### src/rtl/tam_pkg.sv
// Package for the thrust allocation mixer: request/result types, limits,
// register codes and the allocation coefficient table.
// No dependencies.
`default_nettype none

package tam_pkg;

   localparam int DATA_W         = 16;
   localparam int LIMIT_W        = 15;
   localparam int NUM_AXES       = 6;
   localparam int NUM_PROPS      = 8;
   localparam int NUM_FORCE_AXES = 3;
   localparam int COEF_FRAC_BITS_DEF = 14;
   localparam int CSR_ADDR_W     = 3;
   localparam int CSR_DATA_W     = 32;
   localparam int DATA_MAX       = 32767;
   localparam int DATA_MIN       = -32768;

   localparam logic [LIMIT_W-1:0] LIMIT_RESET = '1;

   // register indexes (word address = paddr[2])
   typedef enum logic {
      REG_FORCE_LIMIT  = 1'b0,
      REG_TORQUE_LIMIT = 1'b1
   } reg_index_type;

   typedef struct packed {
      logic signed [DATA_W-1:0] force_x;
      logic signed [DATA_W-1:0] force_y;
      logic signed [DATA_W-1:0] force_z;
      logic signed [DATA_W-1:0] torque_x;
      logic signed [DATA_W-1:0] torque_y;
      logic signed [DATA_W-1:0] torque_z;
   } req_type;

   typedef struct packed {
      logic signed [DATA_W-1:0] thrust_0;
      logic signed [DATA_W-1:0] thrust_1;
      logic signed [DATA_W-1:0] thrust_2;
      logic signed [DATA_W-1:0] thrust_3;
      logic signed [DATA_W-1:0] thrust_4;
      logic signed [DATA_W-1:0] thrust_5;
      logic signed [DATA_W-1:0] thrust_6;
      logic signed [DATA_W-1:0] thrust_7;
   } rsp_type;

   typedef struct packed {
      logic [LIMIT_W-1:0] force_limit;
      logic [LIMIT_W-1:0] torque_limit;
   } limits_type;

   // coefficient magnitudes in millionths
   localparam longint COEF_MICRO [NUM_AXES] = '{
      295753, 79246, 216506, 430689, 1607354, 1176664
   };

   // +/-(k+1): coefficient magnitude k with sign, row per propeller
   localparam int ALLOC_MAP [NUM_PROPS][NUM_AXES] = '{
      '{ -1,  2,  3,  4, -5,  6 },
      '{  2,  1, -3, -5, -4, -6 },
      '{ -2, -1, -3,  5,  4, -6 },
      '{  1, -2,  3, -4,  5,  6 },
      '{  1, -2,  3,  4, -5, -6 },
      '{ -2, -1, -3, -5, -4,  6 },
      '{  2,  1, -3,  5,  4,  6 },
      '{ -1,  2,  3, -4,  5, -6 }
   };

   // quantized magnitude, halves away from zero (elaboration only)
   function automatic longint quant_coef(int k, int frac);
      return (COEF_MICRO[k] * (longint'(1) << frac) + 64'sd500000) / 64'sd1000000;
   endfunction

   // signed coefficient for propeller p, axis a
   function automatic int signed_coef(int p, int a, int frac);
      int     e;
      longint mag;
      e   = ALLOC_MAP[p][a];
      mag = quant_coef((e < 0) ? (-e - 1) : (e - 1), frac);
      return (e < 0) ? -int'(mag) : int'(mag);
   endfunction

endpackage

`default_nettype wire

### src/rtl/tam_mult_stage.sv
// Product stage: multiplies each clamped axis by the constant allocation
// coefficients and registers the 8x6 products. Depends on tam_pkg.
`default_nettype none

module tam_mult_stage #(
   parameter int COEF_FRAC_BITS = tam_pkg::COEF_FRAC_BITS_DEF
) (
   input  logic                                clock,
   input  logic                                reset,
   input  logic                                in_valid,
   output logic                                in_ready,
   input  logic signed [tam_pkg::DATA_W-1:0]   axis_in [tam_pkg::NUM_AXES],
   output logic                                out_valid,
   input  logic                                out_ready,
   output logic signed [tam_pkg::DATA_W+COEF_FRAC_BITS+2:0]
                                               prod_out [tam_pkg::NUM_PROPS][tam_pkg::NUM_AXES]
);
   import tam_pkg::*;

   localparam int COEF_W = COEF_FRAC_BITS + 3;
   localparam int PROD_W = DATA_W + COEF_W;

   logic                     valid_ff;
   logic                     valid_in;
   logic signed [PROD_W-1:0] prod_ff [NUM_PROPS][NUM_AXES];
   logic signed [PROD_W-1:0] prod_in [NUM_PROPS][NUM_AXES];

   // constant-coefficient products
   for (genvar p = 0; p < NUM_PROPS; p++) begin : g_prop
      for (genvar a = 0; a < NUM_AXES; a++) begin : g_axis
         localparam logic signed [COEF_W-1:0] COEF =
            COEF_W'(signed_coef(p, a, COEF_FRAC_BITS));
         assign prod_in[p][a] = axis_in[a] * COEF;
      end
   end

   // stage handshake
   assign in_ready = !valid_ff || out_ready;
   assign valid_in = in_ready ? in_valid : valid_ff;

   always_ff @(posedge clock) begin
      if (reset) begin
         valid_ff <= 1'b0;
      end else begin
         valid_ff <= valid_in;
      end
   end

   always_ff @(posedge clock) begin
      if (in_valid && in_ready) begin
         prod_ff <= prod_in;
      end
   end

   assign out_valid = valid_ff;
   assign prod_out  = prod_ff;

endmodule

`default_nettype wire

### config.mk
export PLATFORM = sky130hd
export DESIGN_NAME = tam_mult_stage
export DESIGN_NICKNAME = d
export VERILOG_FILES = /design/src/rtl/tam_pkg.sv /design/src/rtl/tam_mult_stage.sv
export SDC_FILE = /design/constraint.sdc
export NUM_CORES = 2
export LEC_CHECK = 0
export ABC_AREA = 1
export BUFFER_PORTS_ARGS = -buffer_cell sky130_fd_sc_hd__buf_2
export CAP_MARGIN = 10
export CORE_AREA = 2 2 656 658
export CTS_CLUSTER_DIAMETER = 40
export CTS_CLUSTER_SIZE = 10
export DETAILED_ROUTE_END_ITERATION = 12
export DIE_AREA = 0 0 658 660
export GPL_TIMING_DRIVEN = 0
export RECOVER_POWER = 100
export SETUP_SLACK_MARGIN = 0.2
export SLEW_MARGIN = 5
export SYNTH_ARGS = -nofsm -noshare
export SYNTH_HDL_FRONTEND = slang
export SYNTH_SLANG_ARGS = --single-unit
### constraint.sdc
create_clock -name clock -period 81.7 [get_ports clock]
set_clock_uncertainty 0.2 [all_clocks]
set_input_delay 16.34 -clock clock [delete_from_list [all_inputs] [get_ports clock]]
set_output_delay 16.34 -clock clock [all_outputs]
set_load 0.02 [all_outputs]
# Yosys cells after proc, flatten, opt, wreduce, memory -nomap -nowiden
# Cells that the tools add are included.
# W data, S select, Z words.
# word_totals
register_bits,635
input_bits,100
output_inout_bits,1586
word_cells,44
# op_classes
n_mul,20
reduce_logical,3
# ops
cell,count
$mul A16 B13 Y29 const B,6
$mul A16 B16 Y32 const B,4
$mul A16 B11 Y27 const B,4
$mul A16 B10 Y26 const B,4
$mul A16 B15 Y31 const B,2
$logic_and A1 B1 Y1,1
$logic_not A1 Y1,1
$logic_or A1 B1 Y1,1

# Logic depth before layout (Yosys ltp)
# depth
ltp_word,3
ltp_mapped,24
depth_no_buf,23

# Worst setup path after synthesis
# No wires, ideal clock.
# synth_timing
path_kind,input port to flip-flop
startpoint,input port in_valid
endpoint,"register prod_ff, in the netlist prod_out[1000] (enable)"
setup_ns,1.627
arrival_time_ns,42.220
required_ns,79.873
path_slack_ns,37.653
stages,2
n_path_buf,0
cell_sequence,inv_1 > a21oi_1
# synth_between
elab_chain_cells,1
# synth_rtl
element,line,source
from (decl),tam_mult_stage.sv:10,"input logic in_valid,"
$logic_and A1 B1 Y1,tam_mult_stage.sv:50,if (in_valid && in_ready) begin
to (signal assigned),tam_mult_stage.sv:51,prod_ff <= prod_in;
to (decl),tam_mult_stage.sv:25,logic signed [PROD_W-1:0] prod_ff [NUM_PROPS][NUM_AXES];
# No other way between the ends.
# A chain may end at the register's enable or synchronous reset.

# Worst setup path after layout
# layout_timing
startpoint,input port out_ready
endpoint,output port in_ready
# layout_between
elab_chain_cells,1
# layout_rtl
element,line,source
from (decl),tam_mult_stage.sv:14,"input logic out_ready,"
$logic_or A1 B1 Y1,tam_mult_stage.sv:38,assign in_ready = !valid_ff || out_ready;
to (decl),tam_mult_stage.sv:11,"output logic in_ready,"
# No other way between the ends.

==> flow_metrics.py <==
metrics = {
    "run_status": {
        "outcome": "complete, but fails checks",
        "violations": "capacitance limit, slew limit",
    },
    "setup_path": {
        "end_kind": "output pin",
        "cp_data_required_time_ps": 65160,
        "critPathBufInv": 3,
        "path_delay_family": "buffers and inverters",
        "cp_cell_sequence": "buf_2, inv_1, nand2_1, clkbuf_1",
        "cp_max_fo": 2,
        "startpoint_type": "primary input",
        "path_class": "primary input to output pin",
        "crit_path_top_delay_cell": "clkbuf_1",
        "critical_path_arrival_ps": 16860,
        "max_stage_delay_ps": 260,
    },
    "yosys": {
        "syn-instance-count": 13377,
        "synthArstFlopShare_pct": 0,
        "synth_top_cells_by_area": "fa_1, ha_1, edfxtp_1",
        "synth-simple-area-share_pct": 15.6,
        "muxShareOfSynthArea_pct": 0,
        "yosysTopAreaCell": "fa_1",
        "synth_cell_types": 43,
        "synth_compound_area_share_pct": 2.94,
        "synth-edff-count": 540,
        "synthFlopType": "edfxtp_1",
        "seq_area_frac_synth_pct": 14.7,
        "ys_ff_latch": 541,
        "synthAdderAreaFrac_pct": 44.1,
        "yosys_warnings": 0,
        "avgSynthCellArea_um2": 8.28,
        "synth_top_family_by_area": "adder cells",
        "synth_top_area_share_pct": 25.1,
        "synth_xor_area_share_pct": 3.60,
        "synth.cell_area_um2": 111000,
    },
    "timing": {
        "setup_viol": 0,
        "finalHoldViolCount": 0,
        "slew_violations": 298,
        "slew_headroom_pct": -102,
        "finalCritPeriodShare_pct": 40.9,
        "tightest_slew_ps": 3030,
        "setup_tns_ps": 0,
        "fmax_ghz": 0.0299,
        "rsz0062_at_grt": "false",
        "layout_setup_ws_ps": 48300,
        "layout_min_cycle_time_ps": 33400,
    },
    "place": {
        "port_buffers": 1629,
        "dp_hpwl_um": 330000,
        "pre_cts_slack_ps": 48300,
        "place_area_um2": 127000,
        "gp_congestion": 0.941,
    },
    "grt": {
        "grt_pass1_vias": 88809,
        "antenna_found_initial": 40,
        "grt_max_degree": 46,
        "gr-usage-all-layers_pct": 17.1,
        "overflow": 0,
        "grt_pass1_wl_um": 556000,
    },
    "routing": {
        "wl_per_cell_um": 17.9,
        "drt_iter0_markers": 5258,
        "routed_wl_um": 377000,
        "drcViolationCount": 0,
        "drtAntennaViolNets": 0,
        "firstDrtPassIters": 6,
        "vias": 88840,
        "routed_via_density": 4.22,
    },
    "cells_and_area": {
        "most-common-layout-cells": "inv_1, nand2_1, ha_1",
        "fillers": 46090,
        "final_util_pct": 30.3,
        "drive_gt1_share_pct": 13.7,
        "final-seq-area_um2": 16200,
        "mostFrequentLayoutCell": "inv_1",
        "area_delta_synth_final_pct": 16.8,
        "fin_area_um2": 129000,
        "nets": 18400,
        "multi_input_area_um2": 73400,
    },
    "clock_network": {
        "clk_pin_slew_worst_paths_ps": 50,
        "clockBufferDepth": 4,
        "cts_resized": 0,
        "postCtsSetupBuffers": 0,
        "root_buffer": "clkbuf_16",
        "clock_sinks": 541,
        "clkLatencyLatePin_ps": 800,
        "ctsHoldBuffers": 0,
        "htree_num_levels": 4,
        "cts_buffers": 135,
        "cts_tree": "built",
    },
    "die": {
        "dieArea_um2": 434000,
        "die_w_um": 658,
        "num_rows": 240,
        "initial_core_util_pct": 26.0,
        "coreArea_um2": 427000,
        "die_h_um": 660,
        "ioPinCount": 1686,
    },
    "job": {
        "cap_violations": 15,
    },
    "min_path": {
        "hp-class": "flip-flop to flip-flop",
    },
}
-- per-layer routing --
metal / vias to the layer above / GRT usage (%) / share of wire [%]
li1: 43237 / - / -
met1: 42495 / 20.4 / 40
met2: 2608 / 30.2 / 49
met3: 486 / 2.50 / 5.8
met4: 14 / 7.75 / 5.4
met5: - / 0 / 0.023
-- cell usage after synthesis (14+ instances only) --
cell and count:
nor2_2 46, nand3b_1 26, inv_1 3496, nor2_1 527
xnor2_1 153, edfxtp_1 540, xor2_1 303, buf_4 1049
o21ai_0 146, or2_2 24, nand3_1 416, inv_2 18
o21bai_1 38, ha_1 1687, nand2_1 2715, nor3_2 33
o21ai_1 14, nand3_2 15, and2_1 27, nor3_1 49
a21oi_1 398, fa_1 1389, nand2_2 16, nand4_1 183
-- through the flow --
| stage | hold WS [ps] | std cells |
|---|---|---|
| after floorplan | 505 | 13432 |
| after global placement | 366 | 20748 |
| after detailed placement | 409 | 20773 |
| after CTS | 415 | 21008 |
| after global routing | 407 | 21021 |
| final | 386 | 21031 |
-- sequential cells by signal, summed over array words and instances (netlist names) --
| signal | cells |
|---|---|
| out_valid | 1 |
| prod_out | 540 |
-- kinds of logic (layout without fill, tap and decap cells) --
logic type,Yosys count,count (layout)
buffers and inverters,4578,6468
AND/OR/NAND/NOR,4107,4107
adder cells (fa/ha/maj),3076,3076
AO/OA/AOI/OAI,618,618
flip-flops,541,541
XOR/XNOR,456,456
other,1,78
-- layout make-up --
type	count	area share, %
diodes	22	0.0425
multi-input cells	8313	56.7
inverters	3514	10.2
clock inverters	88	0.698
well taps	5687	5.50
plain buffers	1064	6.07
flip-flops and latches	541	12.5
clock buffers	147	2.70
repair buffers	1655	5.56
-- worst min-delay path, stage by stage (launching register included) --
cell,delay [ps]
dfxtp_1,320
nand2_1,140
a21oi_1,80
-- path summary, 6_finish.rpt --
kind | startpoint | cells after the start | endpoint | slack (ps)
worst max-delay path | out_ready | 4 | in_ready | 48300
worst min-delay path | out_valid$_SDFFE_PP0N_ | 2 | out_valid$_SDFFE_PP0N_ | 390
worst min register to register | out_valid$_SDFFE_PP0N_ | 2 | out_valid$_SDFFE_PP0N_ | 390
worst max register to register | out_valid$_SDFFE_PP0N_ | 11 | prod_out[889]$_DFFE_PP_ | 68180
Power is left out: the tool's default activity adds up to more than one toggle a clock period on the data nets, which glitch-free logic cannot reach.
