`config.mk`:
```
export PLATFORM = sky130hd
export DESIGN_NAME = tam_clamp_stage
export DESIGN_NICKNAME = d
export VERILOG_FILES = /design/src/rtl/tam_pkg.sv /design/src/rtl/tam_clamp_stage.sv
export SDC_FILE = /design/constraint.sdc
export NUM_CORES = 1
export LEC_CHECK = 0
export ABC_AREA = 1
export BUFFER_PORTS_ARGS = -buffer_cell sky130_fd_sc_hd__buf_4
export CORE_MARGIN = 5
export CORE_UTILIZATION = 30
export DETAILED_ROUTE_END_ITERATION = 6
export MAX_ROUTING_LAYER = met4
export PLACE_DENSITY = 0.5
export SYNTH_ARGS = -nofsm -noshare
export SYNTH_HDL_FRONTEND = slang
export SYNTH_SLANG_ARGS = --single-unit
```
`constraint.sdc`:
```
create_clock -name clock -period 6.5 [get_ports clock]
set_clock_uncertainty 0.2 [all_clocks]
set_input_delay 1.3 -clock clock [delete_from_list [all_inputs] [get_ports clock]]
set_output_delay 1.3 -clock clock [all_outputs]
set_load 0.005 [all_outputs]
```
`src/rtl/tam_pkg.sv`:
```
// Package for the thrust allocation mixer: request/result types, limits,
// register codes and the allocation coefficient table.
// No dependencies.
`default_nettype none

package tam_pkg;

   localparam int DATA_W         = 16;
   localparam int LIMIT_W        = 15;
   localparam int NUM_AXES       = 6;
   localparam int NUM_PROPS      = 8;
   localparam int NUM_FORCE_AXES = 3;
   localparam int COEF_FRAC_BITS_DEF = 14;
   localparam int CSR_ADDR_W     = 3;
   localparam int CSR_DATA_W     = 32;
   localparam int DATA_MAX       = 32767;
   localparam int DATA_MIN       = -32768;

   localparam logic [LIMIT_W-1:0] LIMIT_RESET = '1;

   // register indexes (word address = paddr[2])
   typedef enum logic {
      REG_FORCE_LIMIT  = 1'b0,
      REG_TORQUE_LIMIT = 1'b1
   } reg_index_type;

   typedef struct packed {
      logic signed [DATA_W-1:0] force_x;
      logic signed [DATA_W-1:0] force_y;
      logic signed [DATA_W-1:0] force_z;
      logic signed [DATA_W-1:0] torque_x;
      logic signed [DATA_W-1:0] torque_y;
      logic signed [DATA_W-1:0] torque_z;
   } req_type;

   typedef struct packed {
      logic signed [DATA_W-1:0] thrust_0;
      logic signed [DATA_W-1:0] thrust_1;
      logic signed [DATA_W-1:0] thrust_2;
      logic signed [DATA_W-1:0] thrust_3;
      logic signed [DATA_W-1:0] thrust_4;
      logic signed [DATA_W-1:0] thrust_5;
      logic signed [DATA_W-1:0] thrust_6;
      logic signed [DATA_W-1:0] thrust_7;
   } rsp_type;

   typedef struct packed {
      logic [LIMIT_W-1:0] force_limit;
      logic [LIMIT_W-1:0] torque_limit;
   } limits_type;

   // coefficient magnitudes in millionths
   localparam longint COEF_MICRO [NUM_AXES] = '{
      295753, 79246, 216506, 430689, 1607354, 1176664
   };

   // +/-(k+1): coefficient magnitude k with sign, row per propeller
   localparam int ALLOC_MAP [NUM_PROPS][NUM_AXES] = '{
      '{ -1,  2,  3,  4, -5,  6 },
      '{  2,  1, -3, -5, -4, -6 },
      '{ -2, -1, -3,  5,  4, -6 },
      '{  1, -2,  3, -4,  5,  6 },
      '{  1, -2,  3,  4, -5, -6 },
      '{ -2, -1, -3, -5, -4,  6 },
      '{  2,  1, -3,  5,  4,  6 },
      '{ -1,  2,  3, -4,  5, -6 }
   };

   // quantized magnitude, halves away from zero (elaboration only)
   function automatic longint quant_coef(int k, int frac);
      return (COEF_MICRO[k] * (longint'(1) << frac) + 64'sd500000) / 64'sd1000000;
   endfunction

   // signed coefficient for propeller p, axis a
   function automatic int signed_coef(int p, int a, int frac);
      int     e;
      longint mag;
      e   = ALLOC_MAP[p][a];
      mag = quant_coef((e < 0) ? (-e - 1) : (e - 1), frac);
      return (e < 0) ? -int'(mag) : int'(mag);
   endfunction

endpackage

`default_nettype wire

```
`src/rtl/tam_clamp_stage.sv`:
```
// Input stage: clamps each force/torque component to its limit and
// registers the six clamped axes. Depends on tam_pkg.
`default_nettype none

module tam_clamp_stage (
   input  logic                                clock,
   input  logic                                reset,
   input  logic                                in_valid,
   output logic                                in_ready,
   input  tam_pkg::req_type                    in_data,
   input  tam_pkg::limits_type                 limits,
   output logic                                out_valid,
   input  logic                                out_ready,
   output logic signed [tam_pkg::DATA_W-1:0]   axis_out [tam_pkg::NUM_AXES]
);
   import tam_pkg::*;

   logic                     valid_ff;
   logic                     valid_in;
   logic signed [DATA_W-1:0] axis_ff  [NUM_AXES];
   logic signed [DATA_W-1:0] axis_in  [NUM_AXES];
   logic signed [DATA_W-1:0] raw      [NUM_AXES];
   logic signed [DATA_W:0]   lim_pos  [NUM_AXES];
   logic signed [DATA_W:0]   lim_neg  [NUM_AXES];
   logic signed [DATA_W:0]   raw_ext  [NUM_AXES];

   assign raw[0] = in_data.force_x;
   assign raw[1] = in_data.force_y;
   assign raw[2] = in_data.force_z;
   assign raw[3] = in_data.torque_x;
   assign raw[4] = in_data.torque_y;
   assign raw[5] = in_data.torque_z;

   // clamp to [-limit, +limit]
   always_comb begin
      for (int a = 0; a < NUM_AXES; a++) begin
         lim_pos[a] = (a < NUM_FORCE_AXES) ?
                      $signed({2'b00, limits.force_limit}) :
                      $signed({2'b00, limits.torque_limit});
         lim_neg[a] = -lim_pos[a];
         raw_ext[a] = (DATA_W + 1)'(raw[a]);
         if (raw_ext[a] > lim_pos[a]) begin
            axis_in[a] = DATA_W'(lim_pos[a]);
         end else if (raw_ext[a] < lim_neg[a]) begin
            axis_in[a] = DATA_W'(lim_neg[a]);
         end else begin
            axis_in[a] = raw[a];
         end
      end
   end

   // stage handshake
   assign in_ready = !valid_ff || out_ready;
   assign valid_in = in_ready ? in_valid : valid_ff;

   always_ff @(posedge clock) begin
      if (reset) begin
         valid_ff <= 1'b0;
      end else begin
         valid_ff <= valid_in;
      end
   end

   always_ff @(posedge clock) begin
      if (in_valid && in_ready) begin
         axis_ff <= axis_in;
      end
   end

   assign out_valid = valid_ff;
   assign axis_out  = axis_ff;

   // an offered force_x or torque_x never exceeds its upper limit
   assert property (@(posedge clock) disable iff (reset)
      in_valid |-> (axis_in[0] <= $signed({1'b0, limits.force_limit})) &&
                   (axis_in[3] <= $signed({1'b0, limits.torque_limit})))
      else $error("clamped axis above limit");

   // a stalled full stage stays full
   assert property (@(posedge clock) disable iff (reset)
      (valid_ff && !out_ready) |=> valid_ff)
      else $error("clamp stage dropped a request");

endmodule

`default_nettype wire

```
== Word-level counts from Yosys, hierarchy flattened ==
Cells that the tools add are included.

* Input bits: 130
* Memories kept: 0
* Bits in registers: 97
* RAM bits: 0
* ROM bits: 0
* Latch bits: 0
* Output and inout port bits: 98
* Logic and storage cells: 42

* Div/mod/pow operators: 0
* Mux-type cells: 12
* Magnitude comparators: 12
* Bitwise gates (word level): 0
* $add $sub $neg: 2
* Reductions and logical operators: 3
* Shifts and indexed selects: 0
* Multiply operators: 0
* Eq/ne operators: 0

{| class="wikitable"
|+ Operator list
! cell !! number
|-
| $lt 16x17->1 || 6
|-
| $gt 16x16->1 || 6
|-
| $mux 16 || 6
|-
| $mux 15 || 6
|-
| $neg 15->17 || 2
|-
| $logic_and 1x1->1 || 1
|-
| $logic_not 1->1 || 1
|-
| $logic_or 1x1->1 || 1
|}

== Depth between registers and ports, before layout ==
* Word-level depth: 4
* Depth in mapped cells: 24
* Mapped depth without buffers: 24

== Least setup slack after synthesis ==
OpenSTA, ideal clock, no wires.

* Kind: input port to flip-flop
* From: in in_valid
* To: reg axis_ff, in the netlist axis_out[0] (enable)
* Path slack: -0.259 ns
* Buffers on the path: 0
* Cell stages on the path: 2
* Arrival: 5.977 ns
* Library setup time: 0.582 ns
* Cell sequence: inv_1 > a21oi_1

* Cells in the longest elaborated chain, start to end: 1

{| class="wikitable"
|+ RTL lines
! what !! RTL line !! source
|-
| start: declaration || tam_clamp_stage.sv:8 || <nowiki>input logic in_valid,</nowiki>
|-
| $logic_and 1x1->1 || tam_clamp_stage.sv:65 || <nowiki>if (in_valid && in_ready) begin</nowiki>
|-
| end signal: assignment || tam_clamp_stage.sv:66 || <nowiki>axis_ff <= axis_in;</nowiki>
|-
| end: declaration || tam_clamp_stage.sv:20 || <nowiki>logic signed [DATA_W-1:0] axis_ff [NUM_AXES];</nowiki>
|}

Every way passes these cells.
A chain may end at the register's enable or synchronous reset.

==> run summary <==
Status - complete, no violations
DIE AREA - 40300 sq um
Crit start category - primary input
Synth cell types - 39
Pint - 1.46 mW
Fraction of layout cells with a size suffix above 1 - 18.3%
Clk Latency, worst-skew pair - 0.39 ns
Area contributors post-synth - edfxtp_1 26%, ha_1 20%, nand2_1 13%
CTS-repair resized insts - 0
DR pass1 iterations - 7
Worst slew pin tran - 1.28 ns
CP bufs+invs - 3
Placement row count - 69
Capturing element type of the critical path - flop
CTS Buf Count - 9
Flops & latches, synth - 97
PwrDens - 170 nW/um^2
CP arrival - 5.44 ns
Peak fanout along the critical path - 17
Tmin final - 5.49 ns
Hpwl dp - 34800 um
Crit path cell chain - buf_4, inv_1, ha_1, nand2_1, nor2_1, nand2_1, o21ai_0, ha_1, nand2_1, nor2_1, a211oi_1, o211ai_1, a21oi_2, nand3_2, nand3_1, nand2_1, nand2_1, inv_1
Slowest-stage cell, CP - o21ai_0
Required @ worst endpoint - 6.45 ns
Hold buffer count at CTS - 0
Critical R2R Launch - out_valid
Nets - 2002
Syn Nets - 1801
All-Layer GR Usage - 21.6%
Post-synth top area cell - edfxtp_1
Comb pwr share - 35.2%
H-tree levels - 3
Post-DRT Antenna Nets - 0
Port buffer count - 227
Worst R2R Path Depth - 3
Synth warn - 0
Sequential area share after synthesis - 26.6%
Sw frac - 35.6%
Max Cap Violations - 0
Delay-heaviest family, CP - compound AO/OA/AOI/OAI gates
Most common library cells after synthesis - 376 x nand2_1, 263 x nand3_1, 184 x inv_1
Die width - 201 um
Dpl cells - 2146
Clock transition at path regs - 0.08 ns
Worst slew margin - 13.6%
Longest Clk Path Bufs - 2
Largest net degree at the start of global routing - 59
P_sw - 807 uW
Syn Area/Cell - 7.30 sq um
DRC - 0
GP Congestion - 1.00
CP max stage delay - 1.00 ns
Fmax - 182 MHz
Die height - 201 um
Clk Tree Root Cell - clkbuf_16
Post-synth ARST share - 0%
Clock power share - 29.8%
I/O pin cnt - 228
DR WL/cell - 20.1 um
Drt total wl - 43400 um
Sum Neg Setup Slack - 0 ns
Post-synth EDFFs - 96
RSZ-0062 raised after global routing - false
CP Class - in2reg
DR vias/cell - 5.08
Ant. Diodes - 0
Leak - 6.90 nW
CTS tree - yes
Gate Count Post-Synth - 1495
VDD IR max - 0.143 mV
Clock sinks - 97
Top FF cell, synth - edfxtp_1
Count of final setup violators - 0
Top-count cell post-synth - nand2_1
Cell repeated most along the worst path - nand2_1
Hold crit path type - reg2reg
Initial Util - 30.5%
Via count - 10981
Synth-to-layout area growth - 22.0%
Initial antenna violation count - 1
R2R Path End - axis_out[90]
Sequential power share - 35.1%
Final Max Slew Viols - 0
Global route overflow - 0
Post-CTS Setup Inserts - 0
Hold Fails Final Rpt - 0
Cell Area, Synth - 10900 sq um
Worst Hold End - out_valid
1st-iter DRT viols - 779
Worst Hold Path Cells - 2
Crit share post-route - 84.5%
Post-synth top area share - 26.4%
R2R Setup Slk - 4.10 ns
Core ar. - 35700 sq um
Worst hold start - out_valid
Global-route wire length before repair - 65300 um
Final cell count without fillers - 2162
Vias in the first global route - 10583
-- kinds of logic after synthesis --
kind of cell             Yosys count  share of synthesized area, %
adder cells (fa/ha/maj)          176                          20.2
flip-flops                        97                          26.6
buffers and inverters            231                          8.99
AO/OA/AOI/OAI                    139                          7.22
XOR/XNOR                          17                          1.37
AND/OR/NAND/NOR                  835                          35.6
-- worst min-delay path: cells and delay by family, from the launching register on --
kind	cells	cell delay, ns
and+or+nand+nor	1	0.10
AOI/OAI and AO/OA	1	0.07
DFF	1	0.36
-- worst max path at each step --
stage,from,slack [ns],depth (start not counted),end
finish,limits[15],1.01,18,axis_out[80]
global route,limits[15],0.80,18,axis_out[80]
CTS,limits[15],1.12,18,axis_out[80]
detailed placement,limits[15],0.72,18,axis_out[80]
global placement,limits[15],0.72,18,axis_out[80]
floorplan,out_ready,1.71,2,axis_out[0]
-- power by group through the flow --
stage / clock (mW) / sequential (mW) / combinational, mW
after floorplan: 0 / 0.809 / 0.438
after global placement: 0 / 0.810 / 0.788
after detailed placement: 0 / 0.809 / 0.793
after CTS: 0.689 / 0.796 / 0.798
after global routing: 0.709 / 0.801 / 0.894
final: 0.675 / 0.795 / 0.797
-- cell usage in the layout, fill, tap and decap left out, types with 2 or more instances in the layout --
| master | netlist | routed |
|---|---|---|
| nand2_1 | 376 | 376 |
| nand3_1 | 263 | 263 |
| buf_4 | 9 | 231 |
| inv_1 | 184 | 184 |
| ha_1 | 176 | 176 |
| edfxtp_1 | 96 | 96 |
| nor2_1 | 78 | 78 |
| a21oi_1 | 77 | 76 |
| nand2_2 | 33 | 33 |
| nand3b_1 | 32 | 32 |
| o21ai_0 | 27 | 27 |
| nand4_1 | 18 | 18 |
| xor2_1 | 17 | 17 |
| nor3_1 | 10 | 10 |
| nand3_2 | 9 | 9 |
| clkbuf_16 | 0 | 9 |
| a211oi_1 | 7 | 7 |
| inv_2 | 6 | 6 |
| o211ai_1 | 6 | 6 |
| o21a_1 | 5 | 5 |
| o2111ai_1 | 5 | 5 |
| nor2_2 | 4 | 4 |
| nand2_4 | 4 | 4 |
| nor2_4 | 3 | 3 |
| a31oi_1 | 3 | 3 |
| o21bai_1 | 3 | 3 |
| bufinv_16 | 0 | 3 |
| nor3_2 | 2 | 2 |
| nand3_4 | 2 | 2 |
| clkinvlp_4 | 0 | 2 |
-- final cells by class --
| cell class | count | area (sq um) |
|---|---|---|
| inverter | 190 | 713 |
| tap | 461 | 577 |
| timing repair buffer | 231 | 1730 |
| fill | 3819 | 22400 |
| sequential | 97 | 2900 |
| clock buffer | 9 | 225 |
| clock inverter | 7 | 125 |
| multi-input combinational | 1167 | 7030 |
-- state kept, by name, indices dropped and copies added, names as in the netlist --
name and count:
axis_out 96, out_valid 1
-- stage by stage --
| stage | utilization (%) | setup WS [ns] | instance area, sq um | hold WS, ns | power [mW] |
|---|---|---|---|---|---|
| 2_1_floorplan | - | 1.71 | 10900 | 0.320 | 1.25 |
| 6_report | 37.2 | 1.01 | 13300 | 0.364 | 2.27 |
| 3_5_place_dp | 36.3 | 0.723 | 13000 | 0.356 | 1.60 |
| 3_3_place_gp | 36.3 | 0.723 | 13000 | 0.325 | 1.60 |
| 4_1_cts | 37.2 | 1.12 | 13300 | 0.369 | 2.28 |
| 5_1_grt | 37.2 | 0.803 | 13300 | 0.407 | 2.40 |
-- routing by layer --
metal	global-route usage, %	vias to the layer above	part of all wire (%)
met5	-	-	0
met4	6.69	0	2.8
met3	3.78	73	6.4
met2	32.3	436	43
met1	29.8	4990	47
li1	-	5482	-
(Power assumes the default switching activity.)
