### config.mk
export PLATFORM = sky130hd
export DESIGN_NAME = tam_sum_stage
export DESIGN_NICKNAME = d
export VERILOG_FILES = /design/src/rtl/tam_pkg.sv /design/src/rtl/tam_sum_stage.sv
export SDC_FILE = /design/constraint.sdc
export NUM_CORES = 2
export LEC_CHECK = 0
export BUFFER_PORTS_ARGS = -buffer_cell sky130_fd_sc_hd__buf_4
export CAP_MARGIN = 15
export CORE_AREA = 2 2 664 666
export DETAILED_ROUTE_END_ITERATION = 8
export DIE_AREA = 0 0 666 668
export MAX_ROUTING_LAYER = met4
export PLACE_DENSITY_LB_ADDON = 0.15
export SYNTH_ARGS = -nofsm -noshare
export SYNTH_HDL_FRONTEND = slang
export SYNTH_SLANG_ARGS = --single-unit
export TNS_END_PERCENT = 20
### constraint.sdc
create_clock -name clock -period 13 [get_ports clock]
set_input_delay 0.65 -clock clock [delete_from_list [all_inputs] [get_ports clock]]
set_output_delay 0.65 -clock clock [all_outputs]
set_load 0.1 [all_outputs]
### src/rtl/tam_pkg.sv
// Package for the thrust allocation mixer: request/result types, limits,
// register codes and the allocation coefficient table.
// No dependencies.
`default_nettype none

package tam_pkg;

   localparam int DATA_W         = 16;
   localparam int LIMIT_W        = 15;
   localparam int NUM_AXES       = 6;
   localparam int NUM_PROPS      = 8;
   localparam int NUM_FORCE_AXES = 3;
   localparam int COEF_FRAC_BITS_DEF = 14;
   localparam int CSR_ADDR_W     = 3;
   localparam int CSR_DATA_W     = 32;
   localparam int DATA_MAX       = 32767;
   localparam int DATA_MIN       = -32768;

   localparam logic [LIMIT_W-1:0] LIMIT_RESET = '1;

   // register indexes (word address = paddr[2])
   typedef enum logic {
      REG_FORCE_LIMIT  = 1'b0,
      REG_TORQUE_LIMIT = 1'b1
   } reg_index_type;

   typedef struct packed {
      logic signed [DATA_W-1:0] force_x;
      logic signed [DATA_W-1:0] force_y;
      logic signed [DATA_W-1:0] force_z;
      logic signed [DATA_W-1:0] torque_x;
      logic signed [DATA_W-1:0] torque_y;
      logic signed [DATA_W-1:0] torque_z;
   } req_type;

   typedef struct packed {
      logic signed [DATA_W-1:0] thrust_0;
      logic signed [DATA_W-1:0] thrust_1;
      logic signed [DATA_W-1:0] thrust_2;
      logic signed [DATA_W-1:0] thrust_3;
      logic signed [DATA_W-1:0] thrust_4;
      logic signed [DATA_W-1:0] thrust_5;
      logic signed [DATA_W-1:0] thrust_6;
      logic signed [DATA_W-1:0] thrust_7;
   } rsp_type;

   typedef struct packed {
      logic [LIMIT_W-1:0] force_limit;
      logic [LIMIT_W-1:0] torque_limit;
   } limits_type;

   // coefficient magnitudes in millionths
   localparam longint COEF_MICRO [NUM_AXES] = '{
      295753, 79246, 216506, 430689, 1607354, 1176664
   };

   // +/-(k+1): coefficient magnitude k with sign, row per propeller
   localparam int ALLOC_MAP [NUM_PROPS][NUM_AXES] = '{
      '{ -1,  2,  3,  4, -5,  6 },
      '{  2,  1, -3, -5, -4, -6 },
      '{ -2, -1, -3,  5,  4, -6 },
      '{  1, -2,  3, -4,  5,  6 },
      '{  1, -2,  3,  4, -5, -6 },
      '{ -2, -1, -3, -5, -4,  6 },
      '{  2,  1, -3,  5,  4,  6 },
      '{ -1,  2,  3, -4,  5, -6 }
   };

   // quantized magnitude, halves away from zero (elaboration only)
   function automatic longint quant_coef(int k, int frac);
      return (COEF_MICRO[k] * (longint'(1) << frac) + 64'sd500000) / 64'sd1000000;
   endfunction

   // signed coefficient for propeller p, axis a
   function automatic int signed_coef(int p, int a, int frac);
      int     e;
      longint mag;
      e   = ALLOC_MAP[p][a];
      mag = quant_coef((e < 0) ? (-e - 1) : (e - 1), frac);
      return (e < 0) ? -int'(mag) : int'(mag);
   endfunction

endpackage

`default_nettype wire

### src/rtl/tam_sum_stage.sv
// Output stage: sums the six products per propeller, rounds to Q8.8,
// saturates and holds the result for the receiver. Depends on tam_pkg.
`default_nettype none

module tam_sum_stage #(
   parameter int COEF_FRAC_BITS = tam_pkg::COEF_FRAC_BITS_DEF
) (
   input  logic                                clock,
   input  logic                                reset,
   input  logic                                in_valid,
   output logic                                in_ready,
   input  logic signed [tam_pkg::DATA_W+COEF_FRAC_BITS+2:0]
                                               prod_in [tam_pkg::NUM_PROPS][tam_pkg::NUM_AXES],
   output logic                                out_valid,
   input  logic                                out_ready,
   output tam_pkg::rsp_type                    out_data
);
   import tam_pkg::*;

   localparam int COEF_W = COEF_FRAC_BITS + 3;
   localparam int PROD_W = DATA_W + COEF_W;
   localparam int ACC_W  = PROD_W + 3;
   localparam int SH_W   = ACC_W - COEF_FRAC_BITS;
   localparam logic signed [ACC_W-1:0] ROUND_HALF = ACC_W'(1) << (COEF_FRAC_BITS - 1);
   localparam logic signed [SH_W-1:0]  SAT_MAX    = SH_W'(DATA_MAX);
   localparam logic signed [SH_W-1:0]  SAT_MIN    = SH_W'(DATA_MIN);

   logic                     valid_ff;
   logic                     valid_in;
   logic signed [ACC_W-1:0]  acc     [NUM_PROPS];
   logic signed [ACC_W-1:0]  rnd     [NUM_PROPS];
   logic signed [SH_W-1:0]   shifted [NUM_PROPS];
   logic signed [DATA_W-1:0] thrust_in [NUM_PROPS];
   logic signed [DATA_W-1:0] thrust_ff [NUM_PROPS];

   // sum, round half up, saturate
   always_comb begin
      for (int p = 0; p < NUM_PROPS; p++) begin
         acc[p] = '0;
         for (int a = 0; a < NUM_AXES; a++) begin
            acc[p] = acc[p] + ACC_W'(prod_in[p][a]);
         end
         rnd[p]     = acc[p] + ROUND_HALF;
         shifted[p] = SH_W'(rnd[p] >>> COEF_FRAC_BITS);
         if (shifted[p] > SAT_MAX) begin
            thrust_in[p] = DATA_W'(SAT_MAX);
         end else if (shifted[p] < SAT_MIN) begin
            thrust_in[p] = DATA_W'(SAT_MIN);
         end else begin
            thrust_in[p] = DATA_W'(shifted[p]);
         end
      end
   end

   // result register handshake
   assign in_ready = !valid_ff || out_ready;
   assign valid_in = in_ready ? in_valid : valid_ff;

   always_ff @(posedge clock) begin
      if (reset) begin
         valid_ff <= 1'b0;
      end else begin
         valid_ff <= valid_in;
      end
   end

   always_ff @(posedge clock) begin
      if (in_valid && in_ready) begin
         thrust_ff <= thrust_in;
      end
   end

   assign out_valid         = valid_ff;
   assign out_data.thrust_0 = thrust_ff[0];
   assign out_data.thrust_1 = thrust_ff[1];
   assign out_data.thrust_2 = thrust_ff[2];
   assign out_data.thrust_3 = thrust_ff[3];
   assign out_data.thrust_4 = thrust_ff[4];
   assign out_data.thrust_5 = thrust_ff[5];
   assign out_data.thrust_6 = thrust_ff[6];
   assign out_data.thrust_7 = thrust_ff[7];

   // result register is empty right after reset
   assert property (@(posedge clock) reset |=> !valid_ff)
      else $error("result valid after reset");

   // a held result stays valid and keeps thrust_0 until taken
   assert property (@(posedge clock) disable iff (reset)
      (valid_ff && !out_ready) |=> valid_ff && $stable(thrust_ff[0]))
      else $error("held result changed");

endmodule

`default_nettype wire
* Word-level counts from Yosys, hierarchy flattened *
Cells that the tools add are included.
Widths: inputs -> output; s select.

word-level totals
  memories kept = 0
  input bits = 1588
  ROM bits = 0
  register bits = 129
  memory bits (writable) = 0
  latch bits = 0

cells by class
  bitwise operators = 0
  reductions and logical operators = 3
  $lt $le $gt $ge = 16
  $add $sub $neg = 48
  divide/modulo/power cells = 0
  multiply operators = 0
  equal/unequal tests = 0
  muxes and demuxes = 8
  shift operators = 0

operators with widths
  cell                    count
  $add 36x33->36          16
  $add 35x33->36          8
  $add 36x15->36 const B  8
  $add 34x33->35          8
  $add 33x33->34          8
  $gt 22x16->1 const B    8
  $lt 22x16->1 const B    8
  $mux 16                 8
  $logic_and 1x1->1       1
  $logic_not 1->1         1
  $logic_or 1x1->1        1

* Depth between registers and ports, before layout *
  word-level depth = 8
  depth in mapped cells = 22
  depth with buffers taken out = 19

* Least setup slack after synthesis *
No wires, ideal clock.

  kind = input-to-reg
  start point = input prod_in[277] (netlist bit)
  end point = register thrust_ff (netlist bit out_data[23]) (data pin)
  data required time = 12.746 ns
  arrival time = 5.439 ns
  setup slack = 7.308 ns
  setup time = 0.254 ns
  path buffers = 1
  cell stages on the path = 20
  cell sequence = inv_1 fa_1 inv_1 fa_1 inv_1 fa_1 inv_1 fa_1 ha_1 a21oi_1 o221ai_1 a21oi_1 o21ai_1 or3_1 a311oi_1 o221ai_1 xnor2_1 o41a_1 buf_4 a21o_1

on the way
  cells in the longest elaborated chain, start to end = 6
  elaborated cells between the ends (all ways) = 7

ends and longest elaborated chain
  item                              RTL line             RTL
  start: declaration                tam_sum_stage.sv:13  prod_in [tam_pkg::NUM_PROPS][tam_pkg::NUM_AXES],
  $add 35x33->36 (*)                tam_sum_stage.sv:41  acc[p] = acc[p] + ACC_W'(prod_in[p][a]);
  $add 36x33->36 (*) (2 in series)  tam_sum_stage.sv:41
  $add 36x15->36 (*)                tam_sum_stage.sv:43  rnd[p] = acc[p] + ROUND_HALF;
  $lt 22x16->1                      tam_sum_stage.sv:47  end else if (shifted[p] < SAT_MIN) begin
  $mux 16                           tam_sum_stage.sv:47
  end signal: assignment            tam_sum_stage.sv:69  thrust_ff <= thrust_in;
  end: declaration                  tam_sum_stage.sv:34  logic signed [DATA_W-1:0] thrust_ff [NUM_PROPS];

Every way passes the cells marked *; elsewhere a longest branch is shown, timed or not.
A chain may end at the register's enable or synchronous reset.

* Worst setup path in the final report *
  start point = input prod_in[1096] (netlist bit)
  end point = register thrust_ff (netlist bit out_data[84]) (data pin)

on the way
  cells in the longest elaborated chain, start to end = 7
  elaborated cells between the ends (all ways) = 8

ends and longest elaborated chain
  item                              RTL line
  $add 34x33->35 (*)                tam_sum_stage.sv:41
  $add 35x33->36 (*)                tam_sum_stage.sv:41
  $add 36x33->36 (*) (2 in series)  tam_sum_stage.sv:41
  $add 36x15->36 (*)                tam_sum_stage.sv:43
  $lt 22x16->1                      tam_sum_stage.sv:47
  $mux 16                           tam_sum_stage.sv:47

Marks and branches as above.

==> key figures <==
Logic synthesis
  – Main combinational cell family by area after synthesis: adder cells
  – Flops & latches, synth: 129
  – Mux cell area share after synthesis: 0.102%
  – Synth Area in Compound Gates: 10.5%
  – Post-synth ARST share: 0%
  – Synth warn: 0
  – Sequential fraction of the synthesis area: roughly 7.7%
  – Cells after Synth: 5703
  – Synthesized cell area: 50400 um^2
  – Synth cell types: between 90 and 100
  – Post-synth EDFFs: between 100 and 150
  – Xor-xnor portion of the synthesized cell area: around 3.1%
  – Top_reg_cell synth: edfxtp_1
  – Mapped Nets: 8859
  – Syn Area/Cell: 8.83 um^2
  – Synth Area in Simple Gates: 4.80%
  – Post-Synth Adder-Cell Area: a little over half

GRT
  – Initial antenna violation count: 78
  – Vias in the first global route: 48.5k
  – Largest net degree at the start of global routing: 40
  – GRT Overall Usage: 12.5%
  – Gr ovfl total: 0
  – First-pass GRT wire length: 375000 um

Clocking
  – CTS buffer count: 25
  – CTS H-tree lvls: 4
  – Clk Latency, worst-skew pair: 570 ps
  – Post-CTS setup buffers: 0
  – Cts repair resizes: 0
  – CTS Root Cell: clkbuf_16
  – Clk pin slew, worst setup/hold paths: around 70 ps
  – CTS tree: yes
  – Sinks on Clock Net: 129
  – Post-CTS Hold Buffers: 0
  – CTS max path bufs: 3

Floorplan
  – Die width: 666 um
  – Die height: 668 um
  – Die footprint: 445000 um^2
  – Num ports: 1718
  – Core Region: 437000 um^2
  – Row cnt: 243
  – Starting Density: 11.5%

STA
  – Worst slew margin relative to its limit: 34.0%
  – RSZ-0062 raised after global routing: no
  – Final Max Tran Viols: 0
  – Peak Freq: about 160 MHz
  – Final hold vios: 0
  – Post-route setup TNS: 0 ps
  – Final Hold Slack: 317 ps
  – Min cycle time layout: 6230 ps
  – Clock skew: 34.1 ps
  – Worst Max-Slew Pin Slew: 987 ps
  – Final Worst Setup Slack: 6770 ps
  – Period utilization: between 40% and 50%
  – Final setup fails: 0

Cells and area
  – Most frequent cells in the layout: inv_1 (2497), buf_4 (1726), fa_1 (1056)
  – Nets: 10.6k
  – Layout cells sized above 1: between 20 and 25%
  – Commonest non-fill, non-tap cell in the layout: inv_1
  – Area Growth Syn to Fin: 41.2%

Routing
  – Wire per inst: approximately 21 um
  – Final wirelength: roughly 280000 um
  – DR vias/cell: 3.21
  – ANT nets after route: 0
  – Final routed DRC violation total: 0
  – Routed vias: 42.5k
  – Drt pass-1 iters: 6
  – Initial drt markers: 1769

Setup path
  – Crit path top cell by count: inv_1
  – CP Launch Type: primary input
  – Crit path DAT: 6460 ps
  – WP data required: 13230 ps
  – FF-to-FF End: out_data[126]
  – Crit-path slowest cell: o41ai_4
  – Peak fanout along the critical path: 15
  – Worst Reg-to-Reg Cells: 4
  – CP Capture Type: register
  – Reg2reg setup slack: 10190 ps
  – WS Path Type: primary input to register
  – R2r startpoint: out_valid
  – Crit path largest cell delay: 770 ps
  – Crit-path cells: buf_4 -> inv_1 -> fa_1 -> inv_1 -> fa_1 -> inv_1 -> fa_1 -> inv_1 -> ha_1 -> ha_1 -> a21o_1 -> a21o_1 -> a21oi_1 -> o21ai_1 -> buf_4 -> a221oi_2 -> o31ai_1 -> o22ai_1 -> xnor2_1 -> o41ai_4 -> o21ai_0
  – Critical path launch point: prod_in[1096]

Min path
  – Cell count of the worst hold path: 2
  – Worst Hold Class: primary input to register
  – Hold Path Origin: reset
  – Hold Path Sink: out_valid

Run status
  – Status: complete, no violations

Placed design
  – Port Buffer Count: 1717
  – Post-DP HPWL: roughly 260000 um
  – Final estimated routing congestion in global placement: 0.964
  – Pre-CTS setup slack: 6010 ps

Pwr
  – Leak: 38.8 nW
  – Pwr dens: between 200 and 300 nW/um^2
  – VDD IR max: 0.176 mV

Job
  – Maxcap violations: 0
-- worst max path at each step --
stage                   end  slack (ps)  cells past startpoint
3_3_place_gp   out_data[81]        6070                     20
3_5_place_dp   out_data[93]        6010                     20
6_report       out_data[84]        6770                     21
4_1_cts        out_data[84]        6630                     20
2_1_floorplan  out_data[23]        7310                     20
5_1_grt        out_data[94]        6430                     21
-- where the power goes --
part           internal (mW)  switching, mW
logic                   5.81           10.5
registers               1.14         0.0853
clock network          0.362          0.278
total                   7.32           10.8
-- stage by stage --
| stage | power (mW) | util [%] | cells | area [um^2] |
|---|---|---|---|---|
| 6_report | 18.2 | 16.3 | 13200 | 71100 |
| 4_1_cts | 18.7 | 16.2 | 13200 | 71000 |
| 5_1_grt | 20.2 | 16.3 | 13200 | 71100 |
| 2_1_floorplan | 12.3 | - | 5703 | 50400 |
| 3_3_place_gp | 17.9 | 16.1 | 13100 | 70300 |
| 3_5_place_dp | 17.8 | 16.1 | 13100 | 70300 |
-- registers in the layout, summed over array words and instances (netlist names) --
name / cells
out_data: 128
out_valid: 1
-- final cells by class --
class	count	area [um^2]
clock inverter	6	48.8
multi-input combinational	3029	36900
sequential	129	3860
antenna	42	105
tap	5757	7200
inverter	2497	9370
timing repair buffer	1726	13000
fill	49900	366000
clock buffer	26	629
-- cells by family after synthesis --
kind of cell | after synthesis
AOI/OAI and AO/OA | 794
xor gates and xnor gates | 178
adders and majority gates | 1568
buffers and inverters | 2545
DFF | 129
muxes | 5
and+or+nand+nor | 484
-- Yosys cell counts, drive strengths merged (22+ instances only) --
master,number,share of area [%]
inv,2497,19
nor2,106,0.79
xor2,72,1.3
nand4,38,0.47
and2,26,0.32
clkbuf,27,0.21
nor3,22,0.23
a31oi,32,0.41
o21bai,23,0.34
o21ai,177,1.8
edfxtp,128,7.6
a21oi,236,2.4
ha,512,13
a21o,132,2.0
and3,27,0.34
nand2,137,1.0
nand3,45,0.47
xnor2,106,1.8
fa,1056,42
-- worst max-delay path: cells and delay by family --
kind / cells / cell delay [ps]
AO/OA/AOI/OAI: 9 / 2600
XOR/XNOR: 1 / 160
buffers and inverters: 6 / 550
adder cells (fa/ha/maj): 5 / 2470
-- layer usage --
layer | vias to the layer above | global-route usage, % | routed length (um) | part of all wire, %
met1 | 21200 | 14.3 | 111000 | 40
met5 | - | - | 0 | 0
li1 | 20100 | - | - | -
met4 | 0 | 1.26 | 2490 | 0.90
met3 | 118 | 2.96 | 15500 | 5.6
met2 | 1052 | 22.6 | 147000 | 53
Note: power is estimated with default switching activity, not from simulation.
