[config.mk]
export PLATFORM = sky130hd
export DESIGN_NAME = tam_csr
export DESIGN_NICKNAME = d
export VERILOG_FILES = /design/src/rtl/tam_pkg.sv /design/src/rtl/tam_csr.sv
export SDC_FILE = /design/constraint.sdc
export NUM_CORES = 1
export LEC_CHECK = 0
export BUFFER_PORTS_ARGS = -buffer_cell sky130_fd_sc_hd__buf_4
export CAP_MARGIN = 10
export CORE_ASPECT_RATIO = 1.5
export CORE_MARGIN = 2
export CORE_UTILIZATION = 44
export CTS_CLUSTER_SIZE = 24
export DETAILED_ROUTE_END_ITERATION = 8
export GPL_TIMING_DRIVEN = 0
export PLACE_DENSITY = 0.86
export SKIP_LAST_GASP = 1
export SYNTH_ARGS = -nofsm -noshare
export SYNTH_HDL_FRONTEND = slang
export SYNTH_SLANG_ARGS = --single-unit
[constraint.sdc]
create_clock -name clock -period 1.7 [get_ports clock]
set_input_delay 0.34 -clock clock [delete_from_list [all_inputs] [get_ports clock]]
set_output_delay 0.34 -clock clock [all_outputs]
set_load 0.1 [all_outputs]
[src/rtl/tam_pkg.sv]
// Package for the thrust allocation mixer: request/result types, limits,
// register codes and the allocation coefficient table.
// No dependencies.
`default_nettype none

package tam_pkg;

   localparam int DATA_W         = 16;
   localparam int LIMIT_W        = 15;
   localparam int NUM_AXES       = 6;
   localparam int NUM_PROPS      = 8;
   localparam int NUM_FORCE_AXES = 3;
   localparam int COEF_FRAC_BITS_DEF = 14;
   localparam int CSR_ADDR_W     = 3;
   localparam int CSR_DATA_W     = 32;
   localparam int DATA_MAX       = 32767;
   localparam int DATA_MIN       = -32768;

   localparam logic [LIMIT_W-1:0] LIMIT_RESET = '1;

   // register indexes (word address = paddr[2])
   typedef enum logic {
      REG_FORCE_LIMIT  = 1'b0,
      REG_TORQUE_LIMIT = 1'b1
   } reg_index_type;

   typedef struct packed {
      logic signed [DATA_W-1:0] force_x;
      logic signed [DATA_W-1:0] force_y;
      logic signed [DATA_W-1:0] force_z;
      logic signed [DATA_W-1:0] torque_x;
      logic signed [DATA_W-1:0] torque_y;
      logic signed [DATA_W-1:0] torque_z;
   } req_type;

   typedef struct packed {
      logic signed [DATA_W-1:0] thrust_0;
      logic signed [DATA_W-1:0] thrust_1;
      logic signed [DATA_W-1:0] thrust_2;
      logic signed [DATA_W-1:0] thrust_3;
      logic signed [DATA_W-1:0] thrust_4;
      logic signed [DATA_W-1:0] thrust_5;
      logic signed [DATA_W-1:0] thrust_6;
      logic signed [DATA_W-1:0] thrust_7;
   } rsp_type;

   typedef struct packed {
      logic [LIMIT_W-1:0] force_limit;
      logic [LIMIT_W-1:0] torque_limit;
   } limits_type;

   // coefficient magnitudes in millionths
   localparam longint COEF_MICRO [NUM_AXES] = '{
      295753, 79246, 216506, 430689, 1607354, 1176664
   };

   // +/-(k+1): coefficient magnitude k with sign, row per propeller
   localparam int ALLOC_MAP [NUM_PROPS][NUM_AXES] = '{
      '{ -1,  2,  3,  4, -5,  6 },
      '{  2,  1, -3, -5, -4, -6 },
      '{ -2, -1, -3,  5,  4, -6 },
      '{  1, -2,  3, -4,  5,  6 },
      '{  1, -2,  3,  4, -5, -6 },
      '{ -2, -1, -3, -5, -4,  6 },
      '{  2,  1, -3,  5,  4,  6 },
      '{ -1,  2,  3, -4,  5, -6 }
   };

   // quantized magnitude, halves away from zero (elaboration only)
   function automatic longint quant_coef(int k, int frac);
      return (COEF_MICRO[k] * (longint'(1) << frac) + 64'sd500000) / 64'sd1000000;
   endfunction

   // signed coefficient for propeller p, axis a
   function automatic int signed_coef(int p, int a, int frac);
      int     e;
      longint mag;
      e   = ALLOC_MAP[p][a];
      mag = quant_coef((e < 0) ? (-e - 1) : (e - 1), frac);
      return (e < 0) ? -int'(mag) : int'(mag);
   endfunction

endpackage

`default_nettype wire

[src/rtl/tam_csr.sv]
// Configuration registers of the thrust allocation mixer: force and torque
// limits behind an APB-style port. Depends on tam_pkg.
`default_nettype none

module tam_csr (
   input  logic                           clock,
   input  logic                           reset,
   input  logic                           csr_psel,
   input  logic                           csr_penable,
   input  logic                           csr_pwrite,
   input  logic [tam_pkg::CSR_ADDR_W-1:0] csr_paddr,
   input  logic [tam_pkg::CSR_DATA_W-1:0] csr_pwdata,
   output logic [tam_pkg::CSR_DATA_W-1:0] csr_prdata,
   output logic                           csr_pready,
   output tam_pkg::limits_type            limits
);
   import tam_pkg::*;

   limits_type    limits_ff;
   limits_type    limits_in;
   logic          wr_en;
   reg_index_type reg_sel;

   assign csr_pready = 1'b1;
   assign reg_sel    = reg_index_type'(csr_paddr[2]);
   assign wr_en      = csr_psel && csr_penable && csr_pwrite && csr_pready;

   // register write decode
   always_comb begin
      limits_in = limits_ff;
      if (wr_en) begin
         case (reg_sel)
            REG_FORCE_LIMIT:  limits_in.force_limit  = csr_pwdata[LIMIT_W-1:0];
            REG_TORQUE_LIMIT: limits_in.torque_limit = csr_pwdata[LIMIT_W-1:0];
            default:          limits_in = limits_ff;
         endcase
      end
   end

   always_ff @(posedge clock) begin
      if (reset) begin
         limits_ff.force_limit  <= LIMIT_RESET;
         limits_ff.torque_limit <= LIMIT_RESET;
      end else begin
         limits_ff <= limits_in;
      end
   end

   // read mux
   always_comb begin
      case (reg_sel)
         REG_FORCE_LIMIT:
            csr_prdata = CSR_DATA_W'(limits_ff.force_limit);
         REG_TORQUE_LIMIT:
            csr_prdata = CSR_DATA_W'(limits_ff.torque_limit);
         default:
            csr_prdata = '0;
      endcase
   end

   assign limits = limits_ff;

endmodule

`default_nettype wire

Word-level counts from Yosys, hierarchy flattened

Cells that the tools add are included.

Output and inout port bits: 63
Register bits after elaboration: 30

Reductions and logical operators: 4
Muxes and demuxes: 1
Bitwise logic cells: 1

Operators by type and width:

| kind                                | number |
|---|---|
| one-hot mux 32 bit (2 select lines) | 1 |
| AND reduction 2 bit                 | 2 |
| logical AND 1 bit                   | 2 |
| NOT 1 bit                           | 1 |

Logic depth before layout (Yosys ltp)

Gate-level depths: netlist (run 1).

Word-level depth: 3
Mapped depth: 4

Worst setup path before layout (run 1)

OpenSTA, ideal clock, no wires.

Path type: register to output
From: register limits_ff (netlist bit limits[0])
To: output csr_prdata[0] (netlist name)
Cell stages (with the launch flop): 2
Data required time: 1.360 ns
Path slack: -0.244 ns
Arrival time: 1.604 ns
Buffers on the path: 0
Path through: dfxtp_1 -> mux2_2

Word-level cells in the longest chain between the ends: 1

RTL lines:

| element                             | line          | text |
|---|---|---|
| start: declaration                  | tam_csr.sv:19 | `limits_type limits_ff;` |
| start signal: assignment            | tam_csr.sv:45 | `limits_ff <= limits_in;` |
| one-hot mux 32 bit (2 select lines) | tam_csr.sv:51 | `case (reg_sel)` |
| end: declaration                    | tam_csr.sv:13 | `output logic [tam_pkg::CSR_DATA_W-1:0] csr_prdata,` |

Every way passes these cells. The select of a mux whose other input is x is not followed.

Worst setup path after layout (run 1)

From: input csr_paddr[2] (netlist name)
To: output csr_prdata[7] (netlist name)

Word-level cells in the longest chain between the ends: 2

RTL lines:

| element                                 | line          | text |
|---|---|---|
| start: declaration                      | tam_csr.sv:11 | `input logic [tam_pkg::CSR_ADDR_W-1:0] csr_paddr,` |
| NOT 1 bit                               | -             |  |
| one-hot mux 32 bit (2 select lines) (*) | tam_csr.sv:51 |  |

Mark *: on every way between the ends. The rest lies on a longest branch, timed or not. The select of a mux whose other input is x is not followed.

==> results.py, run 1 <==
metrics = {
    "synthesis": {
        "synth.area.mux_share_pct": 31.51,
        "synth_cells": 151,
        "synth_compound_area_share_pct": 0,
        "synth-simple-area-share_pct": 14.37,
        "ys_types": 11,
        "synth_top_family_by_area": "multiplexers",
        "synth.avg_cell_area_sq_um": 9.860,
        "netlist_area_sq_mm": 0.001489,
        "synth_fa_ha_area_share_pct": 0,
        "yosys.area_share.xor_xnor_pct": 0,
        "ys_seq_elements": 30,
        "yosysWarnings": 0,
        "ys_seq_area_share_pct": 40.34,
    },
    "final_layout": {
        "largest_reg_flops": 30,
        "layout.cells.non_filler": 277,
        "fillers": 271,
        "final_util_pct": 69.29,
        "fin_area_sq_mm": 0.002211,
        "mostFrequentLayoutCell": "buf_4",
        "diodes": 0,
        "final_cell_mix": "buf_4, nor2_1, mux2i_1, dfxtp_2, conb_1",
        "syn2layout_area_growth_pct": 48.49,
        "drive_above_1_share_pct": 59.49,
        "fin_nets": 276,
    },
    "grt": {
        "grt_overflow_total": 0,
        "grt_pass1_wl_um": 5733,
        "first_global_vias": 1216,
        "grt_antenna_before_repair": 0,
        "track_usage_pct": 20.65,
        "grt_max_degree": 18,
    },
    "sta": {
        "rsz0062_at_grt": "no",
        "finalWorstSetupSlack_ns": 0.2424,
        "skew_ns": 0,
        "setup_tns_ns": 0,
        "fmax_mhz": 686.1,
        "slew_viol_final": 0,
        "hold_viol": 0,
        "finalCritPeriodShare_pct": 85.74,
        "hold-worst-slack_ns": 0.3114,
        "setup_viol": 0,
        "period_needed_ns": 1.458,
    },
    "placement": {
        "portBuffers": 63,
        "routabilityCongestion": 0.7024,
        "hpwl_um": 2698,
        "placed_cells": 270,
        "place_area_sq_mm": 0.002110,
        "place_ws_ns": 0.00009137,
    },
    "worst_setup_path": {
        "reg2reg_slack_ns": 1.02,
        "required_ns": 1.36,
        "slowest_stage": "mux2_2",
        "slowest_delay_ns": 0.36,
        "path_delay_family": "buffers and inverters",
        "cp-end-kind": "output port",
        "path_max_fanout": 17,
        "r2r_cells": 2,
        "startpoint_type": "input port",
        "arrival_ns": 1.12,
        "path_buf_inv": 2,
        "rr_startpoint": "limits[15]",
        "path_cells": "buf_6, mux2_2, buf_4",
        "critical_path_class": "in -> out",
        "reg2reg_to": "limits[15]",
    },
    "clocking": {
        "clock_latency_ns": 0.28,
        "cts_tree": "yes",
        "holdBufCountCts": 0,
        "path_clk_slew_ns": 0.06,
        "cts-htree-levels": 2,
        "cts-root-buf": "clkbuf_8",
        "cts_sinks": 30,
        "cts_buffer_depth": 2,
        "cts_buffers": 5,
    },
    "min_path": {
        "min_path_cells": 3,
        "hp-start": "csr_pwdata[12]",
        "whs_endpoint": "limits[12]",
        "hp-class": "in -> reg",
    },
    "die": {
        "die_h_um": 75.25,
        "ios": 103,
        "die_w_um": 51.50,
        "rows": 25,
        "initial_core_util_pct": 46.67,
        "core_area_sq_mm": 0.003191,
        "die_area_sq_mm": 0.003875,
    },
    "drt": {
        "wire_per_inst_um": 12.94,
        "ant_nets": 0,
        "via_per_inst": 4.625,
        "drc": 0,
        "via_count": 1281,
        "dr.pass1.iters": 4,
        "drt_iter0_drc": 8,
        "wirelength_um": 3584,
    },
    "pwr": {
        "finalPower_mw": 1.997,
        "ir_drop_mv": 0.6290,
        "p_leak_nw": 1.142,
        "power_density_mw_per_mm2": 903.3,
    },
    "run_status": {
        "status": "finished, final reports clean",
    },
    "run": {
        "drv_cap": 0,
    },
}
## power by group
part | switching [mW] | total, mW | internal [mW]
Clock | 0.266 | 0.704 | 0.438
Sequential | 0.0126 | 0.735 | 0.722
Combinational | 0.431 | 0.558 | 0.127
Total | 0.710 | 2.00 | 1.29
## final cells by class
cell class | count | area, sq um | share of cell area (%)
clock buffer | 7 | 76.32 | 3.452
timing repair buffer | 63 | 473.0 | 21.39
tap | 40 | 50.05 | 2.264
clock inverter | 1 | 30.03 | 1.358
sequential | 30 | 638.1 | 28.86
buffer | 26 | 192.7 | 8.715
multi-input combinational | 110 | 750.7 | 33.96
## tightest hold or removal path: cells and delay by family
kind          cells  cell delay (ns)
mux               1             0.10
buf+inv           1             0.07
simple gates      1             0.04
## repair_timing
action / 4_1_cts / 5_1_grt
buffers inserted: 0 / 0
gates resized for setup: 0 / 0
setup endpoints to repair: 1 / 0
endpoints found under the hold margin: 0 / 0
## worst max-delay path by stage
stage	startpoint	endpoint	slack, ns	cells after the start
after floorplan	limits[0]	csr_prdata[0]	0.11	1
after global placement	csr_paddr[2]	csr_prdata[9]	0.01	4
after detailed placement	csr_paddr[2]	csr_prdata[7]	0.00009	4
after CTS	csr_paddr[2]	csr_prdata[7]	0.23	3
after global routing	limits[28]	csr_prdata[13]	0.22	2
final	csr_paddr[2]	csr_prdata[7]	0.24	3
## Yosys cell counts
cell type | n | area, sq um
buf_6 | 3 | 33.78
nor2_1 | 45 | 168.9
mux2i_1 | 30 | 300.3
conb_1 | 2 | 7.510
buf_2 | 5 | 25.02
mux2_2 | 15 | 168.9
nand4_4 | 1 | 21.27
buf_4 | 18 | 135.1
nand4b_4 | 1 | 23.77
clkbuf_1 | 1 | 3.750
dfxtp_1 | 30 | 600.6
## cells by family after synthesis
logic type,Yosys count
flops,30
mux,45
simple gates,47
other cells,2
buf+inv,27
## per-layer routing
layer,track usage [%],vias to the layer above,wire (um)
met5,0,-,0
met4,12.87,0,106
met3,5.952,9,246
met2,37.18,51,1990
met1,20.60,588,1241
li1,-,633,-
(Power assumes the default switching activity.)
==> inputs of run 2 (changes only) <==
- ABC_AREA: unset -> 1
- CELL_PAD_IN_SITES_DETAIL_PLACEMENT: unset -> 0
- CELL_PAD_IN_SITES_GLOBAL_PLACEMENT: unset -> 1
- CORE_UTILIZATION: 44 -> 28
- PLACE_DENSITY: 0.86 -> 0.85
==> results.py, run 2 <==
metrics = {
    "run_status": {
        "status": "finished, final reports clean",
    },
    "clocking": {
        "cts_buffers": 5,
        "cts_tree": "yes",
        "cts-root-buf": "clkbuf_8",
        "holdBufCountCts": 0,
        "clock_latency_ns": 0.28,
        "cts_sinks": 30,
        "cts_buffer_depth": 2,
        "path_clk_slew_ns": 0.06,
        "cts-htree-levels": 2,
    },
    "synthesis": {
        "netlist_area_sq_mm": 0.001428,
        "synth_cells": 206,
        "synth.area.top_cells": "dfxtp_1, nand3_1, nand2_1",
        "yosysMostFrequentCell": "nand2_1",
        "synth.avg_cell_area_sq_um": 6.930,
        "synth_common_cells": "nand2_1, nand3_1, dfxtp_1, buf_4, clkbuf_1",
        "synth_top_area_share_pct": 42.07,
        "synth.largest_area_cell": "dfxtp_1",
        "yosysWarnings": 0,
        "async_flop_share_pct": 0,
        "ys_seq_area_share_pct": 42.07,
        "synth-edff-count": 0,
        "synthFlopType": "dfxtp_1",
        "ys_types": 11,
        "ys_seq_elements": 30,
    },
    "pwr": {
        "finalPower_mw": 2.188,
        "p_leak_nw": 1.192,
        "ir_drop_mv": 0.4618,
        "power_density_mw_per_mm2": 981.1,
    },
    "sta": {
        "finalCritPeriodShare_pct": 93.62,
        "skew_ns": 0,
        "rsz0062_at_grt": "no",
        "tightestPinTransition_ns": 0.5751,
        "finalWorstSetupSlack_ns": 0.1085,
        "hold-worst-slack_ns": 0.3045,
        "period_needed_ns": 1.592,
        "setup_viol": 0,
        "fmax_mhz": 628.3,
        "slew_viol_final": 0,
        "hold_viol": 0,
        "max_slew_margin_pct": 61.66,
    },
    "die": {
        "core_area_sq_mm": 0.004887,
        "rows": 31,
        "initial_core_util_pct": 29.21,
        "die_area_sq_mm": 0.005697,
        "die_w_um": 62.30,
        "die_h_um": 91.45,
        "ios": 103,
    },
    "placement": {
        "routabilityCongestion": 0.7843,
        "place_area_sq_mm": 0.002133,
        "hpwl_um": 3322,
        "portBuffers": 65,
        "place_ws_ns": -0.1190,
    },
    "worst_setup_path": {
        "slowest_stage": "buf_4",
        "path_max_fanout": 10,
        "critical_path_class": "in -> out",
        "arrival_ns": 1.25,
        "slowest_delay_ns": 0.28,
        "cp_common_cell": "buf_4",
        "path_cells": "buf_4, inv_2, clkbuf_2, nand2_1, nand2_2, buf_4",
        "cp-end-kind": "output port",
        "required_ns": 1.36,
        "startpoint_type": "input port",
    },
    "final_layout": {
        "fin_area_sq_mm": 0.002230,
        "drive_above_1_share_pct": 50.17,
        "fin_nets": 334,
        "mostFrequentLayoutCell": "buf_4",
        "syn2layout_area_growth_pct": 56.18,
        "diodes": 0,
        "final_cell_mix": "buf_4, nand2_1, nand3_1",
        "largest_reg_flops": 30,
    },
    "min_path": {
        "hp-class": "in -> reg",
    },
    "run": {
        "drv_cap": 0,
    },
    "drt": {
        "via_count": 1572,
        "wire_per_inst_um": 12.43,
        "drt_iter0_drc": 41,
        "dr.pass1.iters": 5,
        "ant_nets": 0,
        "via_per_inst": 4.355,
        "wirelength_um": 4489,
        "drc": 0,
    },
    "grt": {
        "grt_overflow_total": 0,
        "first_global_vias": 1498,
        "track_usage_pct": 16.39,
        "grt_antenna_before_repair": 0,
        "grt_max_degree": 11,
        "grt_pass1_wl_um": 7272,
    },
}
## run 2: layout make-up
cell class	instances	area, sq um
plain buffers	32	198.9
repair buffers	65	488.0
clock buffers	7	86.33
inverters	3	11.26
flip-flops and latches	30	638.1
clock inverters	1	5.005
multi-input cells	157	719.4
fillers	539	2658
well taps	66	82.58
## run 2: per-layer routing
layer,global-route usage (%),routed length [um],up-vias
li1,-,-,808
met1,17.67,1797,691
met2,28.80,2268,60
met3,4.461,283,13
met4,8.889,140,0
met5,0,0,-
## run 2: logic make-up after synthesis
| family | count (synthesis) | synth area share (%) |
|---|---|---|
| buffers and inverters | 35 | 14.37 |
| other | 2 | 0.5261 |
| and+or+nand+nor | 139 | 43.03 |
| DFF | 30 | 42.07 |
## run 2: critical path: cells and delay by family
kind          cells  cell delay (ns)
buf+inv           4             0.73
simple gates      2             0.18
## run 2: where the power goes
part	leakage [nW]	switching (mW)	total (mW)	internal [mW]
clock	0.0482	0.259	0.585	0.326
sequential	0.232	0.0198	0.754	0.734
combinational	0.912	0.682	0.848	0.166
## run 2: stage by stage
stage	setup TNS, ns	utilization [%]	std cells
after floorplan	0	-	222
final	0	45.62	361
after CTS	0	45.62	361
after detailed placement	-1.697	43.65	353
after global routing	0	45.62	361
after global placement	-1.656	43.65	353
## run 2: what timing repair did
| action | in CTS | in global routing |
|---|---|---|
| resized for setup | 4 | 0 |
| setup buffers | 0 | 0 |
| setup endpoints to repair | 15 | 0 |
## run 2: final timing paths
kind,depth (start not counted),slack [ns],from,end
setup reg to reg,2,1.11,limits[10],limits[10]
hold / removal,3,0.30,csr_pwdata[0],limits[0]
setup / recovery,6,0.11,csr_paddr[2],csr_prdata[14]
hold reg to reg,2,0.46,limits[12],limits[12]
